<file path="src/hw/rtl/csr_adjacency_intersect_engine_assert.svh">
// assertion macros shared by the adjacency intersect engine
// no dependencies
`ifndef CSR_ADJACENCY_INTERSECT_ENGINE_ASSERT_SVH
`define CSR_ADJACENCY_INTERSECT_ENGINE_ASSERT_SVH
// a condition implies another in the next cycle
`define CAIE_ASSERT_NEXT(label, clk, rst, cond, expr) \
   label: assert property (@(posedge clk) disable iff (rst) (cond) |=> (expr)) \
      else $error("assertion failed");
// a condition implies another in the same cycle
`define CAIE_ASSERT_NOW(label, clk, rst, cond, expr) \
   label: assert property (@(posedge clk) disable iff (rst) (cond) |-> (expr)) \
      else $error("assertion failed");
`endif

</file>
<file path="src/hw/rtl/caie_ram.sv">
// generic single-port write, single-port read ram with registered read
// no dependencies
module caie_ram #(
   parameter int WIDTH = 8,
   parameter int DEPTH = 16
) (
   input  logic                     clock,
   input  logic                     wr_en,
   input  logic [$clog2(DEPTH)-1:0] wr_addr,
   input  logic [WIDTH-1:0]         wr_data,
   input  logic [$clog2(DEPTH)-1:0] rd_addr,
   output logic [WIDTH-1:0]         rd_data
);
   logic [WIDTH-1:0] mem [DEPTH];
   always_ff @(posedge clock) begin
      if (wr_en) mem[wr_addr] <= wr_data;
      rd_data <= mem[rd_addr];
   end
endmodule

</file>
<file path="config.mk">
export PLATFORM = sky130hd
export DESIGN_NAME = caie_ram
export DESIGN_NICKNAME = d
export VERILOG_FILES = /design/src/hw/rtl/csr_adjacency_intersect_engine_assert.svh /design/src/hw/rtl/caie_ram.sv
export SDC_FILE = /design/constraint.sdc
export NUM_CORES = 1
export LEC_CHECK = 0
export ABC_AREA = 0
export CAP_MARGIN = 20
export CORE_MARGIN = 3
export CORE_UTILIZATION = 50
export DETAILED_ROUTE_END_ITERATION = 10
export DONT_BUFFER_PORTS = 1
export PLACE_DENSITY = 0.72
export SETUP_SLACK_MARGIN = 0.2
export SLEW_MARGIN = 20
export SYNTH_ARGS = -nofsm -noshare
export SYNTH_HDL_FRONTEND = slang
export SYNTH_SLANG_ARGS = --single-unit
</file>
<file path="constraint.sdc">
create_clock -name clock -period 2.3 [get_ports clock]
set_input_delay 0.23 -clock clock [delete_from_list [all_inputs] [get_ports clock]]
set_output_delay 0.23 -clock clock [all_outputs]
set_load 0.05 [all_outputs]
</file>
After elaboration in Yosys (flattened, before gate mapping)
Memories as Yosys holds them, arrays and structs flattened. A register that Yosys moved wholly into a read port is not among the register bits.
Index checks and enable logic that the tools add are counted.
{ "word_totals": {"memories": 1, "ff_bits": 0, "elab_cells": 3, "output_inout_bits": 8, "ram_bits": 128, "latchBits": 0, "romBits": 0, "in_bits": 18} }
{ "memory_table": {"columns": ["name", "words", "word_bits", "rd", "rd_ports_with_merged_regs", "wr", "line", "rtl"], "rows": [
  ["mem", 16, 8, 1, 1, 1, "caie_ram.sv:14", "logic [WIDTH-1:0] mem [DEPTH];"]
]} }
{ "op_classes": {"n_eq_ne": 0, "n_shift": 0, "n_mux": 2, "reduce_logical": 0, "n_bitwise": 0, "order_cmp": 0, "n_div": 0, "multipliers": 0, "add_sub_neg": 0} }
{ "op_table": {"columns": ["cell", "count"], "rows": [
  ["$mux 1", 2]
]} }

Longest topological paths before layout
Gate-level depths: netlist (run 1).
{ "logic_depth": {"word_depth": 2, "ltp_mapped": 5, "mapped_depth_nobuf": 3} }

Worst setup path before layout (run 1)
OpenSTA, ideal clock, no wires.
{ "synth_timing": {"kind": "input port to flip-flop", "startpoint": "input wr_addr[2]", "endpoint": "memory mem[0][0] (enable)", "arrival_ns": 1.340, "setup_time_ns": 0.383, "path_slack_ns": 0.577, "n_path_buf": 0, "path_stages": 2, "required_ns": 1.917, "path_cell_list": "or3b_2 > nor3_1"} }
{ "synth_rtl": {"columns": ["element", "line", "rtl"], "rows": [
  ["from (decl)", "caie_ram.sv:9", "input logic [$clog2(DEPTH)-1:0] wr_addr,"],
  ["to (decl)", "caie_ram.sv:14", null]
]} }
Straight into the memory's write port.

Final worst setup path (run 1)
{ "layout_timing": {"startpoint": "input wr_addr[0]", "endpoint": "memory mem[4][6] (enable)"} }
Straight into the memory's write port.

==> flow_metrics.tcl, run 1 <==
set metrics [dict create \
    finalInstanceArea_mm2 0.005938 \
    synthAdderAreaFrac_pct 0 \
    port_buffers 0 \
    cp-start-kind "input port" \
    ys_ff_latch 136 \
    synth_xor_area_share_pct 0 \
    yosysUniqueCellTypes 19 \
    rows 36 \
    final_cell_mix "edfxtp_1, mux4_2, a22oi_1, clkbuf_16, mux4_1" \
    gp_congestion 0.7264 \
    diodes 0 \
    period_minus_slack_ps 1448 \
    ioPinCount 26 \
    grt_max_degree 33 \
    dp_hpwl_mm 5.839 \
    cp-end-kind "flip-flop" \
    drc 0 \
    grt.total_usage_pct 19.65 \
    syn_nets 247 \
    die-area_mm2 0.01155 \
    via_count 2376 \
    cts_made_buffers 17 \
    htreeDepth 4 \
    cp_data_required_time_ps 2530 \
    arrival_ps 1670 \
    routed_wl_mm 9.994 \
    fp.dieH_um 107.5 \
    worstPathMaxFanout 7 \
    hold_violations 0 \
    clock_latency_ps 520 \
    max_freq_mhz 690.8 \
    first_global_vias 2490 \
    max_slew_margin_pct 46.17 \
    post_dp_cell_area_mm2 0.005288 \
    cts_root_buffer "clkbuf_8" \
    path_class "input port to flip-flop" \
    antenna_left 0 \
    dr.pass1.iters 4 \
    synth_simple_gate_area_share_pct 3.184 \
    setup_violations 0 \
    synth_area_leader_cell "edfxtp_1" \
    period_share_pct 62.94 \
    power.leakage_nw 1.940 \
    avgRoutedWirePerCell_um 24.86 \
    slowest_stage "dlygate4sd3_1" \
    cts_buffer_depth 2 \
    max_cap_violations 0 \
    fillers 708 \
    syn_area_mm2 0.005147 \
    synth_warnings 0 \
    start_util_pct 51.94 \
    synthToLayoutAreaGrowth_pct 15.36 \
    tns_ps 0 \
    postCtsSetupRepairBufs 0 \
    skew_ps 9.100 \
    synth_top_family_by_area "multiplexers" \
    synth.area.mux_share_pct 15.02 \
    status "finished, final reports clean" \
    max_stage_delay_ps 630 \
    ys_seq_area_share_pct 77.78 \
    hp-class "input port to flip-flop" \
    syn_inst 229 \
    drive_gt1_share_pct 21.19 \
    crit_path_frequent_cell "dlygate4sd3_1" \
    die_x_um 107.5 \
    tritoncts "yes" \
    antenna_found_initial 0 \
    cts.sinks 136 \
    maxSlewViolCount 0 \
    cellPowerDensity_mw_per_mm2 924.2 \
    irDropWorstVdd_mv 0.6937 \
    avgSynthCellArea_um2 22.48 \
    vias_per_cell 5.910 \
    path_clk_slew_ps 60 \
    synth_compound_area_share_pct 2.333 \
    grt_pass1_wl_mm 15.50 \
    tightest_slew_ps 804.4 \
    first_iter_violations 211 \
    rsz0062_at_grt "false" \
    synth.area.top_cells "edfxtp_1, mux4_2, mux4_1" \
    grt.overflow.total 0 \
    synth_top_area_share_pct 74.67 \
    nets 275 \
    final_common_cell "edfxtp_1" \
    crit_chain "dlygate4sd3_1, nor3_1, dlygate4sd3_1" \
    core_mm2 0.009910 \
]
-- state kept, by name, indices dropped and copies added, names as in the netlist --
name	count
mem	128
rd_data	8
-- synth_stat cells --
cell             count
buf_4                1
nor2_1              13
buf_2                3
clkdlybuf4s25_2      3
nor2b_1              1
buf_6                3
or3b_2               1
nand3b_1             2
and2_1               1
a22oi_1             16
and2b_1              1
nand3_1              1
mux4_1              14
nand2b_1             2
mux4_2              18
dfxtp_1              8
nor3_1               4
edfxtp_1           128
nand2_1              9
-- cell families after synthesis --
| kind of cell | count (synthesis) |
|---|---|
| multiplexers | 32 |
| buffers and inverters | 10 |
| AND/OR/NAND/NOR | 35 |
| flip-flops | 136 |
| AO/OA/AOI/OAI | 16 |
-- metal layers --
layer / GRT usage [%] / vias to the layer above / wire [µm]
met5: 0 / - / 0
met4: 5.681 / 0 / 61
met3: 7.259 / 8 / 786
met2: 28.19 / 92 / 4667
met1: 28.64 / 1248 / 4478
li1: - / 1028 / -
-- final timing paths --
path                              from             endpoint  slack [ps]  cells past startpoint
setup / recovery            wr_addr[0]  mem[4][6]$_DFFE_PP_         850                      3
hold / removal              rd_addr[1]   rd_data[6]$_DFF_P_          20                      3
setup reg to reg   mem[5][2]$_DFFE_PP_   rd_data[2]$_DFF_P_         890                      3
hold reg to reg   mem[14][6]$_DFFE_PP_   rd_data[6]$_DFF_P_         670                      3
-- critical path: cells and delay by family --
kind | cells | cell delay (ps)
buffers and inverters | 2 | 1180
and+or+nand+nor | 1 | 260
-- area by class of cell --
| cell class | instances | area (µm²) | area share (%) |
|---|---|---|---|
| flip-flops and latches | 136 | 4004 | 67.43 |
| clock buffers | 17 | 414.1 | 6.974 |
| multi-input cells | 83 | 1057 | 17.80 |
| repair buffers | 19 | 170.2 | 2.866 |
| clock inverters | 14 | 126.4 | 2.128 |
| well taps | 133 | 166.4 | 2.802 |
-- stage by stage --
stage	instances	hold WS [ps]	worst slack, ps	total power [W]	util, %
after global routing	402	10.86	813.7	0.005669	59.92
after global placement	360	329.9	661.6	0.003046	53.36
after floorplan	229	328.9	577.1	0.003033	-
after detailed placement	360	329.9	607.1	0.003050	53.36
final	402	18.17	852.4	0.005488	59.92
after CTS	402	5.507	876.9	0.005526	59.92
-- where the power goes --
part | switching, W | total, W | internal, W
registers | 0.0000752 | 0.00285 | 0.00277
logic | 0.000106 | 0.000199 | 0.0000932
clock network | 0.00101 | 0.00244 | 0.00143
total | 0.00119 | 0.00549 | 0.00430
-- what timing repair did --
item | in CTS | in global routing
gates resized for setup | 0 | 0
endpoints found under the hold margin | 130 | 0
hold buffers | 11 | 0
No activity file was read; power rests on OpenSTA's default activity.
==> run 2: changes to the inputs <==
==> constraint.sdc (replaced) <==
create_clock -name clock -period 1.5 [get_ports clock]
set_input_delay 0.15 -clock clock [delete_from_list [all_inputs] [get_ports clock]]
set_output_delay 0.15 -clock clock [all_outputs]
set_load 0.05 [all_outputs]
==> flow_metrics.tcl, run 2 (same netlist as run 1, synthesis figures left out) <==
set metrics [dict create \
    largest_register_ffs 128 \
    start_util_pct 51.94 \
    hold_ws_ps -45.40 \
    final_cell_mix "edfxtp_1, mux4_2, buf_4, clkbuf_16, nor2_1" \
    vias_per_cell 5.661 \
    p_int_w 0.006496 \
    avgRoutedWirePerCell_um 22.09 \
    crit_chain "mux4_2, a22oi_2, nand2_1" \
    dp_hpwl_mm 5.500 \
    reg_top3 "mem (128), rd_data (8)" \
    die_x_um 107.5 \
    skew_ps 6.808 \
    max_freq_mhz 784.0 \
    dr.pass1.iters 4 \
    diodes 0 \
    clock_latency_ps 500 \
    status "finished with violations" \
    antenna_found_initial 0 \
    grt_max_degree 33 \
    setup_violations 0 \
    tritoncts "yes" \
    postCtsSetupRepairBufs 0 \
    final_common_cell "edfxtp_1" \
    max_stage_delay_ps 500 \
    timing.rr.start "mem[7][4]$_DFFE_PP_" \
    grt.overflow.total 0 \
    grt_pass1_wl_mm 14.15 \
    synthToLayoutAreaGrowth_pct 17.36 \
    drc 0 \
    combPwrFrac_pct 3.6 \
    path_class "flip-flop to flip-flop" \
    max_cap_violations 0 \
    hold_violations 7 \
    via_count 2321 \
    die-area_mm2 0.01155 \
    cts_hold_buffers 9 \
    routed_wl_mm 9.057 \
    holdCritStartpoint "rd_addr[1]" \
    nets 282 \
    grt.total_usage_pct 17.24 \
    switching_power_w 0.001900 \
    cellPowerDensity_mw_per_mm2 1390 \
    core_mm2 0.009910 \
    cts_buffer_depth 2 \
    slowest_stage "mux4_2" \
    seq_power_share_pct 52.1 \
    cts_root_buffer "clkbuf_8" \
    tightest_slew_ps 799.3 \
    dp.cells 369 \
    port_buffers 0 \
    largest-register "mem" \
    fp.dieH_um 107.5 \
    cts.sinks 136 \
    arrival_ps 1650 \
    hp-class "input port to flip-flop" \
    rsz0062_at_grt "true" \
    max_slew_margin_pct 46.60 \
    stdcell_count 410 \
    rows 36 \
    ioPinCount 26 \
    htreeDepth 4 \
    switching_share_pct 22.63 \
    antenna_left 0 \
    cts_made_buffers 17 \
    worstSetupStartpoint "mem[7][4]$_DFFE_PP_" \
    violations "hold timing" \
    path_clk_slew_ps 70 \
    cp-end-kind "flip-flop" \
    p_clk_share_pct 44.3 \
    gp_congestion 0.7095 \
    first_iter_violations 225 \
    first_global_vias 2462 \
    period_minus_slack_ps 1275 \
    cp-start-kind "flip-flop" \
    worstPathMaxFanout 1 \
    drive_gt1_share_pct 32.13 \
    maxSlewViolCount 0 \
    cp_data_required_time_ps 1880 \
    power.leakage_nw 1.978 \
    tns_ps 0 \
    period_share_pct 85.03 \
    irDropWorstVdd_mv 0.8010 \
]
==> run 2: cell count changes in the layout (fill, tap and decap cells not counted), sizes merged <==
| cell | before | now |
|---|---|---|
| buf | 8 | 17 |
| bufinv | 1 | 0 |
| clkinv | 5 | 3 |
| clkinvlp | 4 | 3 |
| dlygate4sd3 | 11 | 9 |
| inv | 4 | 9 |
==> run 2: worst paths after layout <==
path,to,slack [ps],depth (start not counted)
hold / removal,rd_data[3]$_DFF_P_,-50,3
setup / recovery,rd_data[4]$_DFF_P_,220,3
setup reg to reg,rd_data[4]$_DFF_P_,220,3
hold reg to reg,rd_data[3]$_DFF_P_,680,3
==> run 2: what timing repair did <==
action	CTS	global route
resized for setup	7	11
pin swaps	0	1
hold endpoints to repair	138	8
endpoints found under the setup margin	9	11
==> run 2: power by group through the flow <==
stage | registers, W | clock network [W] | logic (W)
detailed placement | 0.00445 | 0 | 0.000229
global placement | 0.00445 | 0 | 0.000226
global route | 0.00438 | 0.00397 | 0.000330
floorplan | 0.00443 | 0 | 0.000217
finish | 0.00437 | 0.00372 | 0.000304
CTS | 0.00437 | 0.00378 | 0.000300
==> run 2: layout make-up <==
| class | instances | area [µm²] |
|---|---|---|
| flip-flops and latches | 136 | 4013 |
| fillers | 698 | 3869 |
| multi-input cells | 83 | 1101 |
| clock buffers | 17 | 414.1 |
| repair buffers | 26 | 217.7 |
| well taps | 133 | 166.4 |
| clock inverters | 15 | 128.9 |
==> run 2: through the flow <==
stage	power, W	area [µm²]	util, %	setup WS [ps]
2_1_floorplan	0.004651	5162	-	83.85
3_3_place_gp	0.004674	5370	54.19	171.2
3_5_place_dp	0.004682	5370	54.19	156.6
4_1_cts	0.008458	6023	60.78	185.9
5_1_grt	0.008687	6041	60.96	163.9
6_report	0.008396	6041	60.96	224.5
==> run 2: critical path, delay by kind of cell (launching register included) <==
kind,cells,cell delay [ps]
muxes,1,500
DFF,1,370
AOI/OAI and AO/OA,1,180
and+or+nand+nor,1,100
==> run 2: layer usage <==
| layer | wire [µm] | track usage (%) |
|---|---|---|
| met1 | 3738 | 23.51 |
| met2 | 4561 | 27.48 |
| met3 | 685 | 5.279 |
| met4 | 72 | 4.599 |
| met5 | 0 | 0 |
==> run 3: changes to the inputs <==
--- a/config.mk
+++ b/config.mk
@@ -6,12 +6,12 @@
 export NUM_CORES = 1
 export LEC_CHECK = 0
 export ABC_AREA = 0
+export BUFFER_PORTS_ARGS = -buffer_cell sky130_fd_sc_hd__buf_4
 export CAP_MARGIN = 20
 export CORE_MARGIN = 3
 export CORE_UTILIZATION = 50
 export DETAILED_ROUTE_END_ITERATION = 10
-export DONT_BUFFER_PORTS = 1
-export PLACE_DENSITY = 0.72
+export PLACE_DENSITY = 0.74
 export SETUP_SLACK_MARGIN = 0.2
 export SLEW_MARGIN = 20
 export SYNTH_ARGS = -nofsm -noshare
==> flow_metrics.tcl, run 3 (same netlist as run 1, synthesis figures left out) <==
set metrics [dict create \
    pre_cts_ws_ps -115.0 \
    r2r_cells 3 \
    period_minus_slack_ps 1335 \
    tns_ps 0 \
    grt_pass1_wl_mm 15.45 \
    core_mm2 0.009910 \
    setup_violations 0 \
    cts.sinks 136 \
    power_w 0.009133 \
    path_clk_slew_ps 70 \
    grt.total_usage_pct 19.01 \
    r2r_end "rd_data[0]$_DFF_P_" \
    first_iter_violations 273 \
    synthToLayoutAreaGrowth_pct 24.09 \
    r2r_slack_ps 160 \
    hold_violations 0 \
    grt_max_degree 17 \
    holdCritStartpoint "rd_addr[1]" \
    cp-start-kind "flip-flop" \
    power.leakage_nw 2.189 \
    status "finished, final reports clean" \
    port_buffers 25 \
    rsz0062_at_grt "true" \
    dp_hpwl_mm 6.313 \
    nets 315 \
    cts_root_buffer "clkbuf_8" \
    via_count 2514 \
    fillers 654 \
    reg_top3 "mem (128), rd_data (8)" \
    routed_wl_mm 9.708 \
    grt.overflow.total 0 \
    max_freq_mhz 749.0 \
    largest-register "mem" \
    ioPinCount 26 \
    slowest_stage "mux4_1" \
    rows 36 \
    fp.dieH_um 107.5 \
    tightest_slew_ps 840.6 \
    largest_register_ffs 128 \
    avgRoutedWirePerCell_um 21.91 \
    timing.rr.start "mem[0][0]$_DFFE_PP_" \
    start_util_pct 51.94 \
    vias_per_cell 5.675 \
    arrival_ps 1740 \
    diodes 0 \
    min_path_cells 4 \
    final_cell_mix "edfxtp_1, buf_4, mux4_2, clkbuf_16, nor2_1" \
    htreeDepth 4 \
    cp-end-kind "flip-flop" \
    path_class "flip-flop to flip-flop" \
    antenna_left 0 \
    cts_buffer_depth 2 \
    cts_made_buffers 17 \
    max_cap_violations 0 \
    post_dp_cell_area_mm2 0.005675 \
    die_x_um 107.5 \
    skew_ps 6.751 \
    max_stage_delay_ps 530 \
    period_share_pct 89.01 \
    drc 0 \
    maxSlewViolCount 0 \
    final_common_cell "edfxtp_1" \
    tritoncts "yes" \
    die-area_mm2 0.01155 \
    cp_data_required_time_ps 1910 \
    drive_gt1_share_pct 37.10 \
    finalInstanceArea_mm2 0.006387 \
    gp_congestion 0.7788 \
    clock_latency_ps 520 \
    hp-class "input port to flip-flop" \
    fin_ws_ps 164.9 \
    max_slew_margin_pct 43.84 \
    irDropWorstVdd_mv 0.9579 \
    first_global_vias 2647 \
    dr.pass1.iters 4 \
    crit_chain "mux4_1, a22oi_2, nand2_1" \
    min_to "rd_data[7]$_DFF_P_" \
    worstPathMaxFanout 1 \
    antenna_found_initial 0 \
    cellPowerDensity_mw_per_mm2 1430 \
]
run 3: cell count changes in the layout (fill, tap and decap cells not counted), sizes merged:
cell	delta
clkinvlp	-1
dlygate4sd3	-1
bufinv	+3
clkinv	-2
buf	+34
run 3: power breakdown:
part / total (W) / switching [W] / internal, W
clock: 0.00430 / 0.00170 / 0.00261
sequential: 0.00427 / 0.0000256 / 0.00425
combinational: 0.000556 / 0.000320 / 0.000236
total: 0.00913 / 0.00205 / 0.00709
run 3: per-stage QoR:
stage                     std cells  hold slack [ps]  util [%]
after CTS                       443            121.8     64.61
final                           443            145.6     64.46
after detailed placement        403            466.3     57.27
after global placement          403            445.0     57.27
after global routing            443            145.7     64.46
after floorplan                 229            248.9         -
run 3: per-layer routing:
layer	vias up	part of all wire (%)	global-route usage [%]	routed length, µm
met3	4	6.8	6.899	662
li1	1110	-	-	-
met5	-	0	0	0
met2	93	49	28.60	4715
met4	0	0.44	4.599	43
met1	1307	44	26.97	4286
run 3: worst max-delay path, delay by kind of cell (launching register included):
family | cells | cell delay, ps
flops | 1 | 360
compound gates | 1 | 250
simple gates | 1 | 90
mux | 1 | 530
run 3: repair_timing:
item	CTS	global route
endpoints found under the hold margin	128	0
resized for setup	6	4
hold buffers	8	0
pin swaps	4	4
setup endpoints to repair	6	8
setup buffers	0	0
run 3: cell type report:
| type | instances | area [µm²] | share of cell area, % |
|---|---|---|---|
| Sequential cell | 136 | 4004 | 62.68 |
| Clock buffer | 17 | 414.1 | 6.484 |
| Tap cell | 133 | 166.4 | 2.605 |
| Timing Repair Buffer | 59 | 513.0 | 8.031 |
| Clock inverter | 15 | 202.7 | 3.173 |
| Multi-Input combinational cell | 83 | 1087 | 17.02 |
run 3: how the worst max path moves through the flow:
stage | from | endpoint | cells after the start
final | mem[0][0]$_DFFE_PP_ | rd_data[0]$_DFF_P_ | 3
after global routing | mem[0][0]$_DFFE_PP_ | rd_data[0]$_DFF_P_ | 3
after CTS | mem[0][0]$_DFFE_PP_ | rd_data[0]$_DFF_P_ | 3
after detailed placement | rd_addr[0] | rd_data[1]$_DFF_P_ | 5
after global placement | rd_addr[0] | rd_data[1]$_DFF_P_ | 5
after floorplan | wr_addr[2] | mem[3][0]$_DFFE_PP_ | 2
